`src/hw/rtl/eoq_pkg.sv`:
```
`timescale 1ns / 1ps
// ----------------------------------------------------------------------------
// eoq_pkg
// Shared types and codes for the ordered event queue: channel payloads,
// controller states, and the command and status groups between the
// controller and the datapath.
// ----------------------------------------------------------------------------
package eoq_pkg;

  localparam int unsigned RspTickW = 32;

  typedef enum logic {
    ACT_INSERT = 1'b0,
    ACT_POP    = 1'b1
  } eoq_action_t;

  typedef enum logic [1:0] {
    RES_INSERTED = 2'd0,
    RES_POPPED   = 2'd1,
    RES_EMPTY    = 2'd2,
    RES_FULL     = 2'd3
  } eoq_status_t;

  typedef struct packed {
    eoq_action_t  action;
    logic [7:0]   event_number;
    logic [31:0]  deadline;
    logic [31:0]  stamp;
    logic [3:0]   micro_step;
    logic [7:0]   level;
  } eoq_req_t;

  typedef struct packed {
    eoq_status_t  status;
    logic [7:0]   head_event_number;
    logic [31:0]  head_deadline;
    logic [31:0]  head_stamp;
    logic [3:0]   head_micro_step;
    logic [7:0]   head_level;
    logic [4:0]   occupancy;
  } eoq_rsp_t;

  typedef enum logic [2:0] {
    S_IDLE,
    S_DECIDE,
    S_CMP,
    S_PLACE,
    S_POP_WAIT,
    S_RESULT
  } eoq_state_t;

  typedef struct packed {
    logic        latch_in;   // capture the accepted request
    logic        rd_head;    // read the head entry
    logic        rd_start;   // start an insert walk at the tail
    logic        shift;      // move the read entry up one place
    logic        place;      // write the new entry at the walk position
    logic        pop_take;   // take the head entry as the result
    logic        set_res;    // set a result with no entry fields
    eoq_status_t res_code;
    logic        load_out;   // move the result into the output register
  } eoq_cmd_t;

  typedef struct packed {
    logic is_pop;
    logic empty;
    logic full;
    logic new_less;  // new tag strictly below the entry just read
    logic walk_last; // walk position is one, so the next shift ends the walk
    logic out_free;
  } eoq_stat_t;

endpackage

```
`src/hw/rtl/eoq_ctrl.sv`:
```
`timescale 1ns / 1ps
// ----------------------------------------------------------------------------
// eoq_ctrl
// Controller for the ordered event queue. Sequences one request at a time:
// decides the case, steps the insert walk and hands the result to the
// output register.
// ----------------------------------------------------------------------------
module eoq_ctrl (
  input  logic              clk,
  input  logic              rst,
  input  logic              req_valid,
  output logic              req_ready,
  input  eoq_pkg::eoq_stat_t stat,
  output eoq_pkg::eoq_cmd_t  cmd
);
  import eoq_pkg::*;

  eoq_state_t state;
  eoq_state_t state_next;

  always_ff @(posedge clk) begin
    if (rst) begin
      state <= S_IDLE;
    end else begin
      state <= state_next;
    end
  end

  always_comb begin
    state_next = state;
    case (state)
      S_IDLE: begin
        if (req_valid) state_next = S_DECIDE;
      end
      S_DECIDE: begin
        if (stat.is_pop) begin
          state_next = stat.empty ? S_RESULT : S_POP_WAIT;
        end else if (stat.full) begin
          state_next = S_RESULT;
        end else if (stat.empty) begin
          state_next = S_PLACE;
        end else begin
          state_next = S_CMP;
        end
      end
      S_CMP: begin
        if (!stat.new_less) begin
          state_next = S_RESULT;
        end else if (stat.walk_last) begin
          state_next = S_PLACE;
        end
      end
      S_PLACE:    state_next = S_RESULT;
      S_POP_WAIT: state_next = S_RESULT;
      S_RESULT: begin
        if (stat.out_free) state_next = S_IDLE;
      end
      default:    state_next = S_IDLE;
    endcase
  end

  always_comb begin
    cmd       = '0;
    req_ready = 1'b0;
    case (state)
      S_IDLE: begin
        req_ready    = 1'b1;
        cmd.latch_in = req_valid;
      end
      S_DECIDE: begin
        if (stat.is_pop) begin
          if (stat.empty) begin
            cmd.set_res  = 1'b1;
            cmd.res_code = RES_EMPTY;
          end else begin
            cmd.rd_head = 1'b1;
          end
        end else if (stat.full) begin
          cmd.set_res  = 1'b1;
          cmd.res_code = RES_FULL;
        end else if (!stat.empty) begin
          cmd.rd_start = 1'b1;
        end
      end
      S_CMP: begin
        if (stat.new_less) begin
          cmd.shift = 1'b1;
        end else begin
          cmd.place    = 1'b1;
          cmd.set_res  = 1'b1;
          cmd.res_code = RES_INSERTED;
        end
      end
      S_PLACE: begin
        cmd.place    = 1'b1;
        cmd.set_res  = 1'b1;
        cmd.res_code = RES_INSERTED;
      end
      S_POP_WAIT: begin
        cmd.pop_take = 1'b1;
      end
      S_RESULT: begin
        cmd.load_out = stat.out_free;
      end
      default: begin
        cmd = '0;
      end
    endcase
  end

endmodule

```
`src/hw/rtl/eoq_dpath.sv`:
```
`timescale 1ns / 1ps
// ----------------------------------------------------------------------------
// eoq_dpath
// Datapath for the ordered event queue: a circular entry memory with one
// write and one registered read port, head and count registers, the walk
// position, the tag comparator and the output register.
// ----------------------------------------------------------------------------
module eoq_dpath #(
  parameter int unsigned DEPTH      = 16,
  parameter int unsigned TICK_WIDTH = 32
) (
  input  logic               clk,
  input  logic               rst,
  input  eoq_pkg::eoq_req_t  req,
  input  eoq_pkg::eoq_cmd_t  cmd,
  output eoq_pkg::eoq_stat_t stat,
  output logic               rsp_valid,
  input  logic               rsp_ready,
  output eoq_pkg::eoq_rsp_t  rsp
);
  import eoq_pkg::*;

  localparam int unsigned AW = (DEPTH > 1) ? $clog2(DEPTH) : 1;
  localparam int unsigned CW = $clog2(DEPTH + 1);
  localparam logic [AW:0] DEPTH_W = (AW + 1)'(DEPTH);
  localparam logic [CW-1:0] DEPTH_C = CW'(DEPTH);

  typedef struct packed {
    logic [7:0]            number;
    logic [TICK_WIDTH-1:0] deadline;
    logic [TICK_WIDTH-1:0] stamp;
    logic [11:0]           minor;
  } entry_t;

  entry_t        mem [DEPTH];
  entry_t        rdata;
  entry_t        new_entry;
  eoq_req_t      req_reg;
  eoq_rsp_t      res;
  eoq_rsp_t      rsp_load;
  logic [AW-1:0] head;
  logic [CW-1:0] count;
  logic [AW-1:0] walk;
  logic          rd_en;
  logic [AW-1:0] rd_idx;
  logic          wr_en;
  logic [AW-1:0] wr_idx;
  entry_t        wr_data;

  // Logical place to memory address, wrapping round the circular store.
  function automatic logic [AW-1:0] phys(input logic [AW-1:0] hd, input logic [AW-1:0] idx);
    logic [AW:0] sum;
    sum = {1'b0, hd} + {1'b0, idx};
    if (sum >= DEPTH_W) sum = sum - DEPTH_W;
    return sum[AW-1:0];
  endfunction

  always_ff @(posedge clk) begin
    if (cmd.latch_in) req_reg <= req;
  end

  always_comb begin
    new_entry.number   = req_reg.event_number;
    new_entry.deadline = TICK_WIDTH'(req_reg.deadline);
    new_entry.stamp    = TICK_WIDTH'(req_reg.stamp);
    new_entry.minor    = {req_reg.micro_step, req_reg.level};
  end

  // Read side: the tail at the start of a walk, two below the walk position
  // while shifting, so that the next compare has its data ready.
  always_comb begin
    rd_en  = cmd.rd_head | cmd.rd_start | cmd.shift;
    rd_idx = '0;
    if (cmd.rd_start) begin
      rd_idx = AW'(count - CW'(1));
    end else if (cmd.shift && (walk > AW'(1))) begin
      rd_idx = walk - AW'(2);
    end
  end

  always_comb begin
    wr_en   = cmd.shift | cmd.place;
    wr_idx  = walk;
    wr_data = cmd.shift ? rdata : new_entry;
  end

  always_ff @(posedge clk) begin
    if (rd_en) rdata <= mem[phys(head, rd_idx)];
    if (wr_en) mem[phys(head, wr_idx)] <= wr_data;
  end

  always_ff @(posedge clk) begin
    if (rst) begin
      head  <= '0;
      count <= '0;
      walk  <= '0;
    end else begin
      if (cmd.latch_in) begin
        walk <= '0;
      end else if (cmd.rd_start) begin
        walk <= AW'(count);
      end else if (cmd.shift) begin
        walk <= walk - AW'(1);
      end
      if (cmd.place) begin
        count <= count + CW'(1);
      end else if (cmd.pop_take) begin
        count <= count - CW'(1);
        head  <= (head == AW'(DEPTH - 1)) ? '0 : head + AW'(1);
      end
    end
  end

  // Result held until the output register is free.
  always_ff @(posedge clk) begin
    if (cmd.pop_take) begin
      res.status            <= RES_POPPED;
      res.head_event_number <= rdata.number;
      res.head_deadline     <= RspTickW'(rdata.deadline);
      res.head_stamp        <= RspTickW'(rdata.stamp);
      res.head_micro_step   <= rdata.minor[11:8];
      res.head_level        <= rdata.minor[7:0];
      res.occupancy         <= '0;
    end else if (cmd.set_res) begin
      res.status            <= cmd.res_code;
      res.head_event_number <= '0;
      res.head_deadline     <= '0;
      res.head_stamp        <= '0;
      res.head_micro_step   <= '0;
      res.head_level        <= '0;
      res.occupancy         <= '0;
    end
  end

  always_ff @(posedge clk) begin
    if (rst) begin
      rsp_valid <= 1'b0;
    end else if (cmd.load_out) begin
      rsp_valid <= 1'b1;
    end else if (rsp_ready) begin
      rsp_valid <= 1'b0;
    end
  end

  always_comb begin
    rsp_load           = res;
    rsp_load.occupancy = 5'(count);
  end

  always_ff @(posedge clk) begin
    if (cmd.load_out) begin
      rsp <= rsp_load;
    end
  end

  always_comb begin
    stat.is_pop    = (req_reg.action == ACT_POP);
    stat.empty     = (count == '0);
    stat.full      = (count == DEPTH_C);
    stat.new_less  = {new_entry.deadline, new_entry.stamp, new_entry.minor}
                   < {rdata.deadline, rdata.stamp, rdata.minor};
    stat.walk_last = (walk == AW'(1));
    stat.out_free  = !rsp_valid || rsp_ready;
  end

endmodule

```
`src/hw/rtl/edf_ordered_event_queue_unit.sv`:
```
`timescale 1ns / 1ps
// Sequence: a pop goes from decide through pop-wait to result; a pop on an
// empty queue or a dropped insert goes from decide straight to result; an
// insert walks past the stored entries with a larger tag, one per cycle, then
// places. One request at a time: the next waits until the result is loaded.
// Reset: synchronous; the queue comes up empty with no result pending.
// ----------------------------------------------------------------------------
// edf_ordered_event_queue_unit
// Earliest-deadline-first event queue, kept sorted by deadline, stamp,
// microstep and level, equal tags leaving in arrival order.
// ----------------------------------------------------------------------------
module edf_ordered_event_queue_unit #(
  parameter int unsigned DEPTH      = 16,
  parameter int unsigned TICK_WIDTH = 32
) (
  input  logic              clk,
  input  logic              rst,
  input  logic              req_valid,
  output logic              req_ready,
  input  eoq_pkg::eoq_req_t req,
  output logic              rsp_valid,
  input  logic              rsp_ready,
  output eoq_pkg::eoq_rsp_t rsp
);
  import eoq_pkg::*;

  eoq_cmd_t  cmd;
  eoq_stat_t stat;

  eoq_ctrl u_ctrl (
    .clk       (clk),
    .rst       (rst),
    .req_valid (req_valid),
    .req_ready (req_ready),
    .stat      (stat),
    .cmd       (cmd)
  );

  eoq_dpath #(
    .DEPTH      (DEPTH),
    .TICK_WIDTH (TICK_WIDTH)
  ) u_dpath (
    .clk       (clk),
    .rst       (rst),
    .req       (req),
    .cmd       (cmd),
    .stat      (stat),
    .rsp_valid (rsp_valid),
    .rsp_ready (rsp_ready),
    .rsp       (rsp)
  );

  a_one_at_a_time: assert property (@(posedge clk) disable iff (rst)
    req_valid && req_ready |=> !req_ready)
    else $error("request taken while another is in progress");

  a_no_place_when_full: assert property (@(posedge clk) disable iff (rst)
    cmd.place |-> !stat.full)
    else $error("entry written into a full queue");

  a_no_pop_when_empty: assert property (@(posedge clk) disable iff (rst)
    cmd.pop_take |-> !stat.empty)
    else $error("head taken from an empty queue");

  a_load_only_when_free: assert property (@(posedge clk) disable iff (rst)
    cmd.load_out |-> !rsp_valid || rsp_ready)
    else $error("output register overwritten before it was taken");

endmodule

```
`config.mk`:
```
export PLATFORM = sky130hd
export DESIGN_NAME = edf_ordered_event_queue_unit
export DESIGN_NICKNAME = d
export VERILOG_FILES = /design/src/hw/rtl/eoq_pkg.sv /design/src/hw/rtl/eoq_ctrl.sv /design/src/hw/rtl/eoq_dpath.sv /design/src/hw/rtl/edf_ordered_event_queue_unit.sv
export SDC_FILE = /design/constraint.sdc
export NUM_CORES = 1
export LEC_CHECK = 0
export ABC_AREA = 1
export CAP_MARGIN = 20
export CORE_MARGIN = 5
export CORE_UTILIZATION = 35
export CTS_BUF_LIST = sky130_fd_sc_hd__clkbuf_8 sky130_fd_sc_hd__clkbuf_16
export DETAILED_ROUTE_END_ITERATION = 6
export DONT_BUFFER_PORTS = 1
export GPL_ROUTABILITY_DRIVEN = 0
export GPL_TIMING_DRIVEN = 1
export PLACE_DENSITY = 0.5
export SETUP_SLACK_MARGIN = 0.3
export SLEW_MARGIN = 15
export SYNTH_ARGS = -nofsm -noshare
export SYNTH_HDL_FRONTEND = slang
export SYNTH_SLANG_ARGS = --single-unit
```
`constraint.sdc`:
```
create_clock -name clk -period 9.8 [get_ports clk]
set_input_delay 0.98 -clock clk [delete_from_list [all_inputs] [get_ports clk]]
set_output_delay 0.98 -clock clk [all_outputs]
set_load 0.005 [all_outputs]
```
==> results by group <==
Outcome
  – Outcome: finished, final reports clean

Synth
  – Post-Syn Area: between 60000 and 70000 sq um
  – Largest family of logic cells by synthesized area: compound AO/OA/AOI/OAI gates
  – Compound-Gate Fraction of Synth Area: between 10 and 15%
  – Post-Syn Instances: slightly above 5000
  – Mapped Avg Cell Area: 13.2 sq um
  – Yosys warning total: 0
  – #FFs+latches synth: about 1700
  – Sequential share of the synthesized area: between 70% and 80%
  – Synth top area cells: edfxtp_1, nand2_1, o21ai_0, nor2_1, a32o_1
  – Syn_nets: approximately 5300
  – EDFF count, synth: 1688
  – Number of distinct library cells after synthesis: 36
  – Ys flop type: edfxtp_1
  – Area leader, netlist: edfxtp_1
  – Post-Synth XOR/XNOR Area: less than 1%
  – Post-synthesis simple-gate area fraction: approximately a tenth
  – Post-synth ARST share: 0%
  – Post-synthesis mux area share: 0%
  – Adder-cell share of the synthesized area: 1.68%
  – Most frequent cell after synthesis: edfxtp_1
  – Top cell type's share of synthesized area: about three quarters
  – Post-synth top cells: edfxtp_1, nand2_1, o21ai_0

Pwr
  – PwrDens: 303 nW/um^2
  – Total power: around 23 mW
  – VDD IR max: approximately 0.22 mV
  – Static Leakage: between 20 and 30 nW

CTS
  – CTS Sinks: 1707
  – Clock latency on the worst-skew pair: 0.82 ns
  – CTS max path bufs: 3
  – Worst-path clk slew: 0.06 ns
  – CTS Buf Count: approximately 180
  – PostCTS Resize Cnt: 0
  – Hold buffers post-CTS: 0
  – Clock root buffer: clkbuf_16
  – Post CTS Setup Buffer Count: 0
  – Clock tree from TritonCTS: yes
  – H-tree Lvls: 4

Finish
  – Final core occ: between 30% and 40%
  – Share of cells above drive strength 1: between 8 and 9%
  – Layout filler cell count: ~18000
  – Area growth, synth to finish: 13.2%
  – Nets: between 5000 and 6000
  – Fin cells: 7825

Die
  – Initial Util: roughly a third
  – Die outline area: ~200000 sq um
  – FP Rows: roughly 160
  – Placeable Area: 193000 sq um
  – Die width: roughly 450 um
  – Top-Level Pins: between 150 and 200
  – Die Span Y: 450 um

Global routing
  – Total grt overflow: 0
  – Vias in the first global route: 39500
  – First-pass GRT wire length: between 200000 and 300000 um
  – Initial antenna violation count: 6
  – Global-route usage over all layers: about 18%
  – Largest net degree at the start of global routing: roughly 220

Routing
  – Routed vias: 40900
  – Initial DRC Count: between 3000 and 4000
  – DRT Pass-1 Iters: 6
  – Vias per inst: 5.22
  – DRT Wirelength: about 180000 um
  – Wirelength per Cell: ~23 um
  – Antenna Nets Post-Route: 0
  – DRC violations left: 0

Critical path
  – CP endpoint kind: register
  – Startpoint Class: register
  – CP required: 10.45 ns
  – WS Path Type: reg -> reg
  – CP max-delay cell: fa_4
  – CP max FO: between 60 and 70
  – Slowest Stage Delay on Critical Path: around 1.5 ns
  – Critical path arrival: ~7.2 ns
  – Cells along the critical path: ha_1 -> a21oi_1 -> o21ai_0 -> a21oi_1 -> a21boi_0 -> nor2_1 -> nand4_2 -> a21oi_1 -> ha_4 -> inv_1 -> fa_4 -> buf_4 -> o21ai_0 -> o22ai_1 -> nand2_1 -> o21ai_0 -> nand3_1 -> nand2_1

STA
  – Final critical-path share of the clock period: around 67%
  – Setup TNS: 0 ns
  – Worst-margin pin slew: 1.13 ns
  – Final Critical Period: approximately 6.6 ns
  – Unrepaired setup endpoints after global routing: false
  – Setup Viol. Count Final: 0
  – Clock Skew: ~0.034 ns
  – FMAX: 152 MHz
  – Slew margin rel.: between 20% and 30%
  – Max-slew violations: 0
  – Hold Vio Cnt, Final: 0
  – Hold WS: about 0.23 ns

Run
  – Maximum capacitance violations: 0

Placed design
  – HPWL Detailed: roughly 91000 um
  – Placed Cells: approximately 7500
  – Port bufs: 0

Worst hold path
  – Hold Path Class: in -> reg
-- per-stage QoR --
stage / area [sq um] / setup slack (ns)
2_1_floorplan: 67700 / 2.37
3_3_place_gp: 71000 / 3.19
3_5_place_dp: 71000 / 3.11
4_1_cts: 76700 / 3.06
5_1_grt: 76700 / 2.79
6_report: 76700 / 3.22
-- routing by layer --
layer	up-vias	global-route usage, %	part of all wire, %
li1	18800	-	-
met1	20800	24.2	44
met2	1066	29.6	49
met3	231	2.57	5.0
met4	2	4.73	2.3
met5	-	0	0.0044
-- kinds of logic after synthesis --
kind of cell	Yosys count
buf+inv	474
fa+ha+maj	90
simple gates	1674
flops	1707
xor+xnor	12
compound gates	1176
-- final cells by class --
type	instances	area, sq um	area share, %
Multi-Input combinational cell	2952	14900	19.5
Timing Repair Buffer	146	1240	1.62
Tap cell	2526	3160	4.12
Inverter	158	616	0.802
Sequential cell	1707	51100	66.6
Clock inverter	151	1120	1.45
Antenna cell	2	5.00	0.00652
Clock buffer	183	4580	5.97
-- worst max-delay path: cells and delay by family (launching register included) --
| kind | cells | cell delay [ns] |
|---|---|---|
| compound gates | 8 | 2.19 |
| fa+ha+maj | 3 | 1.97 |
| buf+inv | 2 | 0.93 |
| flops | 1 | 0.40 |
| simple gates | 5 | 0.80 |
-- report_power, final --
group,switching [mW],total (mW),internal (mW)
logic,4.79,6.81,2.02
clock network,2.85,6.56,3.71
registers,0.277,9.86,9.58
total,7.92,23.2,15.3
-- cells in the final DEF (no fill, tap or decap), types with 6 or more instances in the layout --
cell type     n
o22ai_1     168
a21oi_1     217
o21ai_1      17
nand2_1    1047
bufinv_16    12
nand3_1     110
nor2_4       18
edfxtp_1   1688
nor2_2        7
clkbuf_16   183
nor2_1      472
a32o_1      168
ha_1         87
o21ai_0     597
dfxtp_1      19
clkinv_1     45
clkinv_2     25
buf_12       10
buf_4       135
inv_1       200
xor2_1        6
-- registers in the layout, summed over array words and instances (netlist names) --
name	count
u_dpath.mem	1344
u_dpath.rsp	91
u_dpath.res	86
u_dpath.new_entry	84
u_dpath.rdata	84
u_dpath.count	5
u_dpath.head	4
u_dpath.walk	4
u_ctrl.state	3
u_dpath.rsp_valid	1
u_dpath.stat	1
-- path summary, 6_finish.rpt --
check | from | end | slack, ns | cells past startpoint
setup / recovery | u_dpath.new_entry[59] | u_dpath.rdata[55] | 3.22 | 18
hold reg to reg | u_dpath.res[48] | u_dpath.rsp[48] | 0.41 | 0
setup reg to reg | u_dpath.new_entry[59] | u_dpath.rdata[55] | 3.22 | 18
hold / removal | rst | u_dpath.rsp_valid | 0.23 | 1
No activity file was read; power rests on OpenSTA's default activity.
